`config.mk`:
```
export PLATFORM = sky130hd
export DESIGN_NAME = box_difference_edge_locator
export DESIGN_NICKNAME = d
export VERILOG_FILES = /design/src/bdel_pkg.sv /design/src/box_difference_edge_locator.sv /design/src/bdel_front.sv /design/src/bdel_queue.sv /design/src/bdel_back.sv
export SDC_FILE = /design/constraint.sdc
export NUM_CORES = 1
export LEC_CHECK = 0
export ABC_AREA = 1
export BUFFER_PORTS_ARGS = -buffer_cell sky130_fd_sc_hd__buf_2
export CORE_MARGIN = 5
export CORE_UTILIZATION = 59
export CTS_BUF_LIST = sky130_fd_sc_hd__clkbuf_8
export DETAILED_ROUTE_END_ITERATION = 7
export HOLD_SLACK_MARGIN = 0.03
export MAX_ROUTING_LAYER = met4
export PLACE_DENSITY = 0.79
export SLEW_MARGIN = 20
export SYNTH_ARGS = -nofsm -noshare
export SYNTH_HDL_FRONTEND = slang
export SYNTH_HIERARCHICAL = 1
export SYNTH_SLANG_ARGS = --single-unit
export TNS_END_PERCENT = 100
```
`constraint.sdc`:
```
create_clock -name clk -period 4.9 [get_ports clk]
set_input_delay 0.98 -clock clk [delete_from_list [all_inputs] [get_ports clk]]
set_output_delay 0.98 -clock clk [all_outputs]
set_load 0.01 [all_outputs]
```
`src/bdel_pkg.sv`:
```
package bdel_pkg;

  // Defaults for the top-level parameters
  localparam int WINDOW_DEF      = 8;
  localparam int MAX_SEGMENT_DEF = 4096;
  localparam int QUEUE_DEPTH_DEF = 4;

  // Fixed field widths
  localparam int PIXEL_W    = 8;
  localparam int BASE_W     = 12;
  localparam int THR_W      = 12;
  localparam int COORD_W    = 13;
  localparam int SUM_W      = 12;
  localparam int CONTRAST_W = 13;

  localparam logic [THR_W-1:0] THR_RESET = 12'd200;

  typedef struct packed {
    logic [PIXEL_W-1:0] gray_pixel;
    logic [BASE_W-1:0]  segment_base;
    logic               rising_edge;
    logic               last_pixel;
  } bdel_in_t;

  typedef struct packed {
    logic               edge_found;
    logic [COORD_W-1:0] edge_coordinate;
  } bdel_out_t;

  // Classified pixel word handed from the front to the back
  typedef struct packed {
    logic [PIXEL_W-1:0] gray_pixel;
    logic [BASE_W-1:0]  segment_base;
    logic               rising_edge;
    logic [THR_W-1:0]   threshold;
    logic               first;
    logic               last_pixel;
    logic               update;
    logic               eval;
    logic [COORD_W-1:0] index;
  } bdel_cmd_t;

endpackage

```
`src/box_difference_edge_locator.sv`:
```
// Box-difference step-edge locator for one row or column segment. Feed one
// grayscale pixel word per cycle; flag the final pixel with last_pixel. The
// first word of a segment sets the base coordinate and the edge direction and
// latches the contrast threshold. Around each candidate position the block sums
// WINDOW pixels before and after it and keeps the position of the highest
// contrast that strictly beats the threshold, the earliest one on a tie. The
// closing word returns one result: edge_found and base plus index (mod 8192),
// or zero when no edge. Throughput is one pixel per cycle while in_stall is
// low, set by the back end's update of the two running sums; a result passes
// through the queue and then the result register. A QUEUE_DEPTH-word queue
// sits between the front end (accept, count, classify) and the back end (sums,
// compare, result register), so a stalled result only backs up the input once
// the queue fills. No clearing pass after reset: the block takes words right away.
module box_difference_edge_locator #(
  parameter int WINDOW      = bdel_pkg::WINDOW_DEF,
  parameter int MAX_SEGMENT = bdel_pkg::MAX_SEGMENT_DEF,
  parameter int QUEUE_DEPTH = bdel_pkg::QUEUE_DEPTH_DEF
) (
  input  logic                       clk,
  input  logic                       rst_n,
  input  logic                       cfg_wr_en,
  input  logic [bdel_pkg::THR_W-1:0] cfg_wr_data,
  input  logic                       in_valid,
  output logic                       in_stall,
  input  bdel_pkg::bdel_in_t         in_word,
  output logic                       out_valid,
  input  logic                       out_stall,
  output bdel_pkg::bdel_out_t        out_word
);

  // Front-to-queue and queue-to-back control
  logic                q_full;
  logic                q_push;
  logic                q_empty;
  logic                q_pop;
  bdel_pkg::bdel_cmd_t push_cmd;
  bdel_pkg::bdel_cmd_t head_cmd;

  // Accept, count pixels, tag first/update/evaluate, latch threshold
  bdel_front #(
    .WINDOW      (WINDOW),
    .MAX_SEGMENT (MAX_SEGMENT)
  ) u_front (
    .clk         (clk),
    .rst_n       (rst_n),
    .cfg_wr_en   (cfg_wr_en),
    .cfg_wr_data (cfg_wr_data),
    .in_valid    (in_valid),
    .in_stall    (in_stall),
    .in_word     (in_word),
    .q_full      (q_full),
    .q_push      (q_push),
    .q_cmd       (push_cmd)
  );

  // Hold classified words until the back end drains them
  bdel_queue #(
    .DEPTH (QUEUE_DEPTH)
  ) u_queue (
    .clk      (clk),
    .rst_n    (rst_n),
    .push     (q_push),
    .push_cmd (push_cmd),
    .full     (q_full),
    .pop      (q_pop),
    .empty    (q_empty),
    .head_cmd (head_cmd)
  );

  // Advance delay line and sums, track the best candidate, emit results
  bdel_back #(
    .WINDOW (WINDOW)
  ) u_back (
    .clk       (clk),
    .rst_n     (rst_n),
    .q_empty   (q_empty),
    .q_head    (head_cmd),
    .q_pop     (q_pop),
    .out_valid (out_valid),
    .out_stall (out_stall),
    .out_word  (out_word)
  );

endmodule

```
`src/bdel_front.sv`:
```
module bdel_front #(
  parameter int WINDOW      = bdel_pkg::WINDOW_DEF,
  parameter int MAX_SEGMENT = bdel_pkg::MAX_SEGMENT_DEF
) (
  input  logic                       clk,
  input  logic                       rst_n,
  input  logic                       cfg_wr_en,
  input  logic [bdel_pkg::THR_W-1:0] cfg_wr_data,
  input  logic                       in_valid,
  output logic                       in_stall,
  input  bdel_pkg::bdel_in_t         in_word,
  input  logic                       q_full,
  output logic                       q_push,
  output bdel_pkg::bdel_cmd_t        q_cmd
);

  localparam int CNT_MAX = (MAX_SEGMENT > 2 * WINDOW) ? MAX_SEGMENT : 2 * WINDOW;
  localparam int CNT_W   = $clog2(CNT_MAX + 1);

  logic [bdel_pkg::THR_W-1:0] thr_r, thr_nxt;
  logic [CNT_W-1:0]           count_r, count_nxt;
  logic                       update;

  assign in_stall = q_full;
  assign q_push   = in_valid && !q_full;
  assign update   = !in_word.last_pixel && (count_r < CNT_W'(MAX_SEGMENT));

  always_comb begin
    q_cmd.gray_pixel   = in_word.gray_pixel;
    q_cmd.segment_base = in_word.segment_base;
    q_cmd.rising_edge  = in_word.rising_edge;
    q_cmd.threshold    = thr_r;
    q_cmd.first        = (count_r == '0);
    q_cmd.last_pixel   = in_word.last_pixel;
    q_cmd.update       = update;
    q_cmd.eval         = update && (count_r >= CNT_W'(2 * WINDOW));
    q_cmd.index        = bdel_pkg::COORD_W'(count_r - CNT_W'(WINDOW));
  end

  always_comb begin
    thr_nxt   = cfg_wr_en ? cfg_wr_data : thr_r;
    count_nxt = count_r;
    if (q_push) begin
      if (in_word.last_pixel) begin
        count_nxt = '0;
      end else if (update) begin
        count_nxt = count_r + CNT_W'(1);
      end
    end
  end

  always_ff @(posedge clk) begin
    if (!rst_n) begin
      thr_r   <= bdel_pkg::THR_RESET;
      count_r <= '0;
    end else begin
      thr_r   <= thr_nxt;
      count_r <= count_nxt;
    end
  end

endmodule

```
`src/bdel_queue.sv`:
```
module bdel_queue #(
  parameter int DEPTH = bdel_pkg::QUEUE_DEPTH_DEF
) (
  input  logic                clk,
  input  logic                rst_n,
  input  logic                push,
  input  bdel_pkg::bdel_cmd_t push_cmd,
  output logic                full,
  input  logic                pop,
  output logic                empty,
  output bdel_pkg::bdel_cmd_t head_cmd
);

  localparam int PTR_W = (DEPTH > 1) ? $clog2(DEPTH) : 1;
  localparam int CNT_W = $clog2(DEPTH + 1);

  bdel_pkg::bdel_cmd_t mem_r [DEPTH];
  logic [PTR_W-1:0]    wr_ptr_r, wr_ptr_nxt;
  logic [PTR_W-1:0]    rd_ptr_r, rd_ptr_nxt;
  logic [CNT_W-1:0]    fill_r, fill_nxt;

  assign full     = (fill_r == CNT_W'(DEPTH));
  assign empty    = (fill_r == '0);
  assign head_cmd = mem_r[rd_ptr_r];

  always_comb begin
    wr_ptr_nxt = wr_ptr_r;
    rd_ptr_nxt = rd_ptr_r;
    fill_nxt   = fill_r;
    if (push) begin
      wr_ptr_nxt = (wr_ptr_r == PTR_W'(DEPTH - 1)) ? '0 : wr_ptr_r + PTR_W'(1);
    end
    if (pop) begin
      rd_ptr_nxt = (rd_ptr_r == PTR_W'(DEPTH - 1)) ? '0 : rd_ptr_r + PTR_W'(1);
    end
    if (push && !pop) begin
      fill_nxt = fill_r + CNT_W'(1);
    end else if (pop && !push) begin
      fill_nxt = fill_r - CNT_W'(1);
    end
  end

  always_ff @(posedge clk) begin
    if (push) begin
      mem_r[wr_ptr_r] <= push_cmd;
    end
  end

  always_ff @(posedge clk) begin
    if (!rst_n) begin
      wr_ptr_r <= '0;
      rd_ptr_r <= '0;
      fill_r   <= '0;
    end else begin
      wr_ptr_r <= wr_ptr_nxt;
      rd_ptr_r <= rd_ptr_nxt;
      fill_r   <= fill_nxt;
    end
  end

endmodule

```
`src/bdel_back.sv`:
```
module bdel_back #(
  parameter int WINDOW = bdel_pkg::WINDOW_DEF
) (
  input  logic                clk,
  input  logic                rst_n,
  input  logic                q_empty,
  input  bdel_pkg::bdel_cmd_t q_head,
  output logic                q_pop,
  output logic                out_valid,
  input  logic                out_stall,
  output bdel_pkg::bdel_out_t out_word
);

  localparam int LINE_LEN = 2 * WINDOW;
  localparam int PW = bdel_pkg::PIXEL_W;
  localparam int SW = bdel_pkg::SUM_W;
  localparam int CW = bdel_pkg::CONTRAST_W;
  localparam int XW = bdel_pkg::COORD_W;

  logic [PW-1:0]             line_r   [LINE_LEN];
  logic [PW-1:0]             line_nxt [LINE_LEN];
  logic [SW-1:0]             before_r, before_nxt, before_upd;
  logic [SW-1:0]             after_r, after_nxt, after_upd;
  logic signed [CW-1:0]      best_r, best_nxt, best_base, contrast;
  logic [XW-1:0]             idx_r, idx_nxt, idx_base;
  logic                      have_r, have_nxt, have_base;
  logic [bdel_pkg::BASE_W-1:0] base_r, base_nxt;
  logic                      rising_r, rising_nxt;
  logic                      better;
  logic                      out_valid_r, out_valid_nxt;
  bdel_pkg::bdel_out_t       out_word_r, out_word_nxt;
  logic [PW-1:0]             mid, old;

  assign out_valid = out_valid_r;
  assign out_word  = out_word_r;

  // Hold a closing word while the previous result still waits
  assign q_pop = !q_empty && (!q_head.last_pixel || !out_valid_r || !out_stall);

  assign mid = line_r[WINDOW-1];
  assign old = line_r[LINE_LEN-1];

  always_comb begin
    base_nxt   = q_head.first ? q_head.segment_base : base_r;
    rising_nxt = q_head.first ? q_head.rising_edge : rising_r;
    best_base  = q_head.first ? signed'(CW'(q_head.threshold)) : best_r;
    idx_base   = q_head.first ? '0 : idx_r;
    have_base  = q_head.first ? 1'b0 : have_r;

    after_upd  = after_r + SW'(q_head.gray_pixel) - SW'(mid);
    before_upd = before_r + SW'(mid) - SW'(old);
    contrast   = rising_nxt ? signed'(CW'(after_upd) - CW'(before_upd))
                            : signed'(CW'(before_upd) - CW'(after_upd));
    better     = q_head.eval && (contrast > best_base);
  end

  always_comb begin
    line_nxt      = line_r;
    before_nxt    = before_r;
    after_nxt     = after_r;
    best_nxt      = best_r;
    idx_nxt       = idx_r;
    have_nxt      = have_r;
    out_word_nxt  = out_word_r;
    out_valid_nxt = out_valid_r && out_stall;
    if (q_pop) begin
      best_nxt = better ? contrast : best_base;
      idx_nxt  = better ? q_head.index : idx_base;
      have_nxt = better || have_base;
      if (q_head.last_pixel) begin
        for (int k = 0; k < LINE_LEN; k++) begin
          line_nxt[k] = '0;
        end
        before_nxt    = '0;
        after_nxt     = '0;
        out_valid_nxt = 1'b1;
        out_word_nxt.edge_found      = have_base;
        out_word_nxt.edge_coordinate = have_base ? XW'(base_nxt) + idx_base : '0;
      end else if (q_head.update) begin
        for (int k = 1; k < LINE_LEN; k++) begin
          line_nxt[k] = line_r[k-1];
        end
        line_nxt[0] = q_head.gray_pixel;
        before_nxt  = before_upd;
        after_nxt   = after_upd;
      end
    end
  end

  always_ff @(posedge clk) begin
    if (!rst_n) begin
      for (int k = 0; k < LINE_LEN; k++) begin
        line_r[k] <= '0;
      end
      before_r    <= '0;
      after_r     <= '0;
      best_r      <= '0;
      idx_r       <= '0;
      have_r      <= 1'b0;
      base_r      <= '0;
      rising_r    <= 1'b0;
      out_valid_r <= 1'b0;
    end else begin
      line_r      <= line_nxt;
      before_r    <= before_nxt;
      after_r     <= after_nxt;
      best_r      <= best_nxt;
      idx_r       <= idx_nxt;
      have_r      <= have_nxt;
      base_r      <= q_pop ? base_nxt : base_r;
      rising_r    <= q_pop ? rising_nxt : rising_r;
      out_valid_r <= out_valid_nxt;
    end
  end

  always_ff @(posedge clk) begin
    out_word_r <= out_word_nxt;
  end

endmodule

```
# Yosys cells after proc, flatten, opt, wreduce, memory -nomap -nowiden
# Memory sizes are Yosys's and may differ from the RTL's. A register that Yosys moved wholly into a read port is not among the register bits.
# Cells that the tools add are included.
[op_classes] addsub=13 magnitude_cmp=3 n_eq_ne=3 n_mux=26 reduce_logical=27
[op_table] operator="128-bit two-way mux" count=2
[op_table] operator="13-bit two-way mux" count=7
[op_table] operator="12-bit two-way mux" count=5
[op_table] operator="12-bit by 12-bit subtractor with 13-bit output" count=2
[op_table] operator="12-bit by 8-bit adder with 12-bit output" count=2
[op_table] operator="12-bit by 8-bit subtractor with 12-bit output" count=2
[op_table] operator="12-bit by 13-bit adder with 13-bit output" count=1
[op_table] operator="13-bit by 1-bit adder with 13-bit output (second input constant)" count=1
[op_table] operator="13-bit by 5-bit >= comparator with 1-bit output (second input constant)" count=1
[op_table] operator="13-bit > comparator" count=1
[op_table] operator="13-bit logical NOT" count=1
[op_table] operator="13-bit less-than comparator (second input constant)" count=1
[op_table] operator="13-bit by 4-bit subtractor with 13-bit output (second input constant)" count=1
[op_table] operator="1-bit logical AND" count=8
[op_table] operator="1-bit logical NOT" count=8
[op_table] operator="2-bit two-way mux" count=4
[op_table] operator="1-bit two-way mux" count=6
[op_table] operator="3-bit two-way mux" count=2
[op_table] operator="2-bit AND reduction" count=3
[op_table] operator="2-bit nonzero test" count=3
[op_table] operator="2-bit by 1-bit adder with 2-bit output (second input constant)" count=2
[op_table] operator="2-bit == test (second input constant)" count=2
[op_table] operator="3-bit by 1-bit adder with 3-bit output (second input constant)" count=1
[op_table] operator="3-bit == test (second input constant)" count=1
[op_table] operator="3 further kinds" count=5
[totals] register_bits=239 ram_bits=200 input_bits=39 output_inout_bits=16 word_cells=104 memories=1
[mem_list] memory="u_queue.mem_r" words=4 width=50 read_ports=1 rd_ports_with_merged_regs=1 wr=1 line="bdel_queue.sv:17" source="bdel_pkg::bdel_cmd_t mem_r [DEPTH];"

# Depth between registers and ports, before layout
[depth] word_depth=7 mapped_depth=43 ltp_nobuf=40

# By module
# Netlist, hierarchy kept.
[modules_own_cells] mod="bdel_back" n_inst=1 cells_per_inst=1686 area_each_um2=11800.1
[modules_own_cells] mod="bdel_queue" n_inst=1 cells_per_inst=542 area_each_um2=7891.3
[modules_own_cells] mod="bdel_front" n_inst=1 cells_per_inst=227 area_each_um2=1601.5

# Worst setup path after synthesis
# No wires, ideal clock.
[synth_timing] path_type="reg2reg" start="register with a tool-made name" end="register u_back.best_r[1]" arrival_ns=5.213 slack_ns=-0.454 stages_incl_launch_ff=42 path_buffers=4 path_cell_list="dfxtp_1 -> buf_6 -> inv_8 -> buf_6 -> nor2_1 -> o22ai_1 -> inv_1 -> fa_1 -> inv_1 -> ha_1 -> a21oi_1 -> nand2_1 -> a21oi_1 -> o21ai_0 -> or2_2 -> nand2_1 -> inv_1 -> ha_1 -> [6 not listed] -> nand2_1 -> nand2_1 -> nand2_1 -> inv_1 -> ha_1 -> nand2_1 -> nand2_1 -> nand2_1 -> nand2_1 -> a21oi_1 -> nand2_1 -> nand2_2 -> nand3_4 -> inv_4 -> buf_6 -> nand2_2 -> nand3_2 -> a21oi_2"
[synth_lines] item="to (signal assigned)" line="bdel_back.sv:107" source="best_r <= best_nxt;"
[synth_lines] item="to (decl)" line="bdel_back.sv:24" source="logic signed [CW-1:0] best_r, best_nxt, best_base, contrast;"

==> flow_summary_export.csv <==
group,metric,value,unit
setup_path,cp_slowest_stage_delay,0.50,ns
finish,final.fill_count,2695,
finish,syn_to_final_growth,17.0,%
detailed_routing,vias,16942,
placed_design,portBuffers,54,
detailed_routing,drc,0,
sta,setup_ws,-0.493,ns
hold_path,hold_path_class,"reg -> reg",
detailed_routing,drt_iter0_drc,1056,
sta,hold_viol,0,
sta,post-route-period-util,1.10,
cts,clockBufferDepth,3,
yosys,synth_cells,2455,
detailed_routing,drt_pass1_iterations,5,
cts,numCtsBuffers,72,
yosys,synth_cell_types,47,
finish,final_common_cell,"nand2_1",
global_routing,grt_start_max_net_pins,153,
global_routing,grtUsageTotal,0.254,
yosys,syn_area,21300,um^2
setup_path,cp_common_cell,"nand2_2",
cts,cts.sinks,441,
die,die_h,200,um
setup_path,ff2ff_path_depth,39,
yosys,synth.largest_area_cell,"edfxtp_1",
cts,htreeDepth,3,
setup_path,worstPathArrival,5.86,ns
global_routing,grt_pass1_vias,16764,
sta,fin_skew,0.0366,ns
sta,fmax,0.185,GHz
detailed_routing,via_per_inst,5.44,
yosys,synthFlopType,"dfxtp_1",
die,die_w,200,um
yosys,ys_seq_area_frac,0.515,
global_routing,antenna_found_initial,0,
setup_path,r2r-end,"u_back/best_r[9]",
sta,timing.final.max_slew_violations,0,
hold_path,worstHoldStart,"u_back/line_r[82]",
yosys,ys_async_sr_fraction,0,
placed_design,place.gp.congestion,0.938,
finish,stdcell_count,3117,
setup_path,cp_slowest_cell,"fa_1",
cts,clockRootBuffer,"clkbuf_8",
detailed_routing,wl_per_cell,15.9,um
flow_run,drv_cap,0,
finish,nets,2739,
die,start_util,0.599,
setup_path,endpoint_kind,"register",
sta,slew_headroom,0.301,
yosys,synthesis.nets,2597,
yosys,avgSynthCellArea,8.67,um^2
hold_path,hold_end,"u_back/line_r[74]",
die,core_area,35600,um^2
sta,worstMarginPinSlew,1.05,ns
cts,path_clk_slew,0.07,ns
setup_path,reg2reg_slack,-0.49,ns
finish,diodes,0,
global_routing,grt_first_pass_wirelength,80300,um
setup_path,cp.required,5.36,ns
yosys,yosysWarnings,6,
setup_path,path_class,"reg -> reg",
sta,fin_crit,5.39,ns
global_routing,overflow,0,
placed_design,dp.cells,2953,
die,boundaryPins,55,
setup_path,timing.critical_path.fanout_max,8,
finish,drive_gt1_frac,0.214,
die,die-area,40000,um^2
setup_path,start_kind,"register",
cts,worstSkewPairLatency,0.63,ns
detailed_routing,ant_nets,0,
yosys,yosys-top-cells-area,"edfxtp_1, dfxtp_1, nand2_1",
hold_path,min_path_cells,2,
run_status,violations,"negative setup slack",
sta,rsz0062_at_grt,"yes",
yosys,synth_edf_count,214,
cts,tritoncts,"built",
yosys,synth_top_area_share,0.302,
sta,setup_viol,27,
detailed_routing,drt_wl_total,49600,um
finish,layout_common_cells,"nand2_1, inv_1, dfxtp_1",
placed_design,hpwl,31700,um
run_status,run_status,"finished, violations left",
die,core.rowCount,69,
yosys,yosys_register_bits,441,
## flip-flops by register name (all words and copies together), names as in the netlist, named ones only
name and cells:
u_back/after_r 12, u_queue/wr_ptr_r 2, u_front/thr_r 12, u_back/base_r 12
u_back/best_r 13, u_front/count_r 13, u_back/out_valid 1, u_back/out_word 14
u_back/line_r 112, u_back/old 8, u_back/mid 8, u_queue/rd_ptr_r 2
u_back/have_r 1, u_back/idx_r 13, u_back/before_r 12, u_queue/fill_r 3
u_queue/mem_r 200, u_back/rising_r 1
## logic make-up after synthesis
logic type	Yosys count	synth area share
DFF	441	0.515
xor gates and xnor gates	16	0.00658
AOI/OAI and AO/OA	509	0.128
muxes	11	0.00517
and+or+nand+nor	962	0.190
adders and majority gates	103	0.0676
buffers and inverters	413	0.0866
## metal layers
metal / routed length (um) / global-route usage
met1: 20300 / 0.302
met2: 25000 / 0.432
met3: 2490 / 0.0465
met4: 1710 / 0.0969
met5: 0 / -
## repair_timing
item | CTS | global route
gates resized for setup | 111 | 67
pin swaps | 81 | 66
hold buffers | 0 | 0
setup endpoints to repair | 27 | 30
cloned | 1 | 0
buffers inserted | 25 | 6
## cells in the mapped netlist (3+ instances only)
cell type,n
buf_4,36
o21ai_2,7
o21bai_1,6
o22ai_1,50
or2_2,10
dfxtp_1,227
o21ai_0,107
fa_1,20
mux2i_1,11
nor2_4,4
a21oi_1,240
inv_2,13
a21oi_2,9
xor2_1,15
nor2_1,187
a21o_1,5
ha_1,83
a31oi_1,3
o21ai_1,70
inv_1,256
clkbuf_1,50
nand2_2,19
buf_2,41
nand4_1,25
nor3_1,10
nand3_2,13
a211oi_1,5
nand2_1,599
nand3_1,83
nor2_2,4
edfxtp_1,214
buf_6,13
## final cells by class
class	count	area [um^2]	share of cell area
repair buffers	210	1550	0.0622
inverters	271	1040	0.0417
multi-input cells	1601	9290	0.373
clock buffers	86	1180	0.0475
flip-flops and latches	441	11000	0.440
well taps	461	577	0.0231
clock inverters	47	312	0.0125
## stage by stage
stage               setup WS, ns   util  TNS (ns)  hold slack [ns]  instance area, um^2
finish                    -0.493  0.701    -12.17            0.445                24900
global placement          -0.722  0.633    -18.69            0.434                22500
global route              -0.822  0.701    -21.40            0.471                24900
floorplan                -0.0603      -    -0.891            0.424                21500
detailed placement        -0.818  0.633    -21.11            0.441                22500
CTS                       -0.339  0.693     -8.02            0.443                24600
## worst max path at each step
stage	slack [ns]	to
detailed placement	-0.82	u_back/best_r[3]
floorplan	-0.06	u_back/best_r[6]
global route	-0.82	u_back/best_r[11]
global placement	-0.72	u_back/idx_r[0]
CTS	-0.34	u_back/idx_r[9]
finish	-0.49	u_back/best_r[9]
## worst max-delay path, delay by kind of cell (launching register included)
| kind | cells | cell delay (ns) |
|---|---|---|
| compound gates | 5 | 0.73 |
| fa+ha+maj | 4 | 1.28 |
| buf+inv | 8 | 0.71 |
| flops | 1 | 0.35 |
| simple gates | 22 | 2.14 |
Power is not shown: default switching activity piles up to over one toggle a cycle in this logic, so the estimate is an artifact.
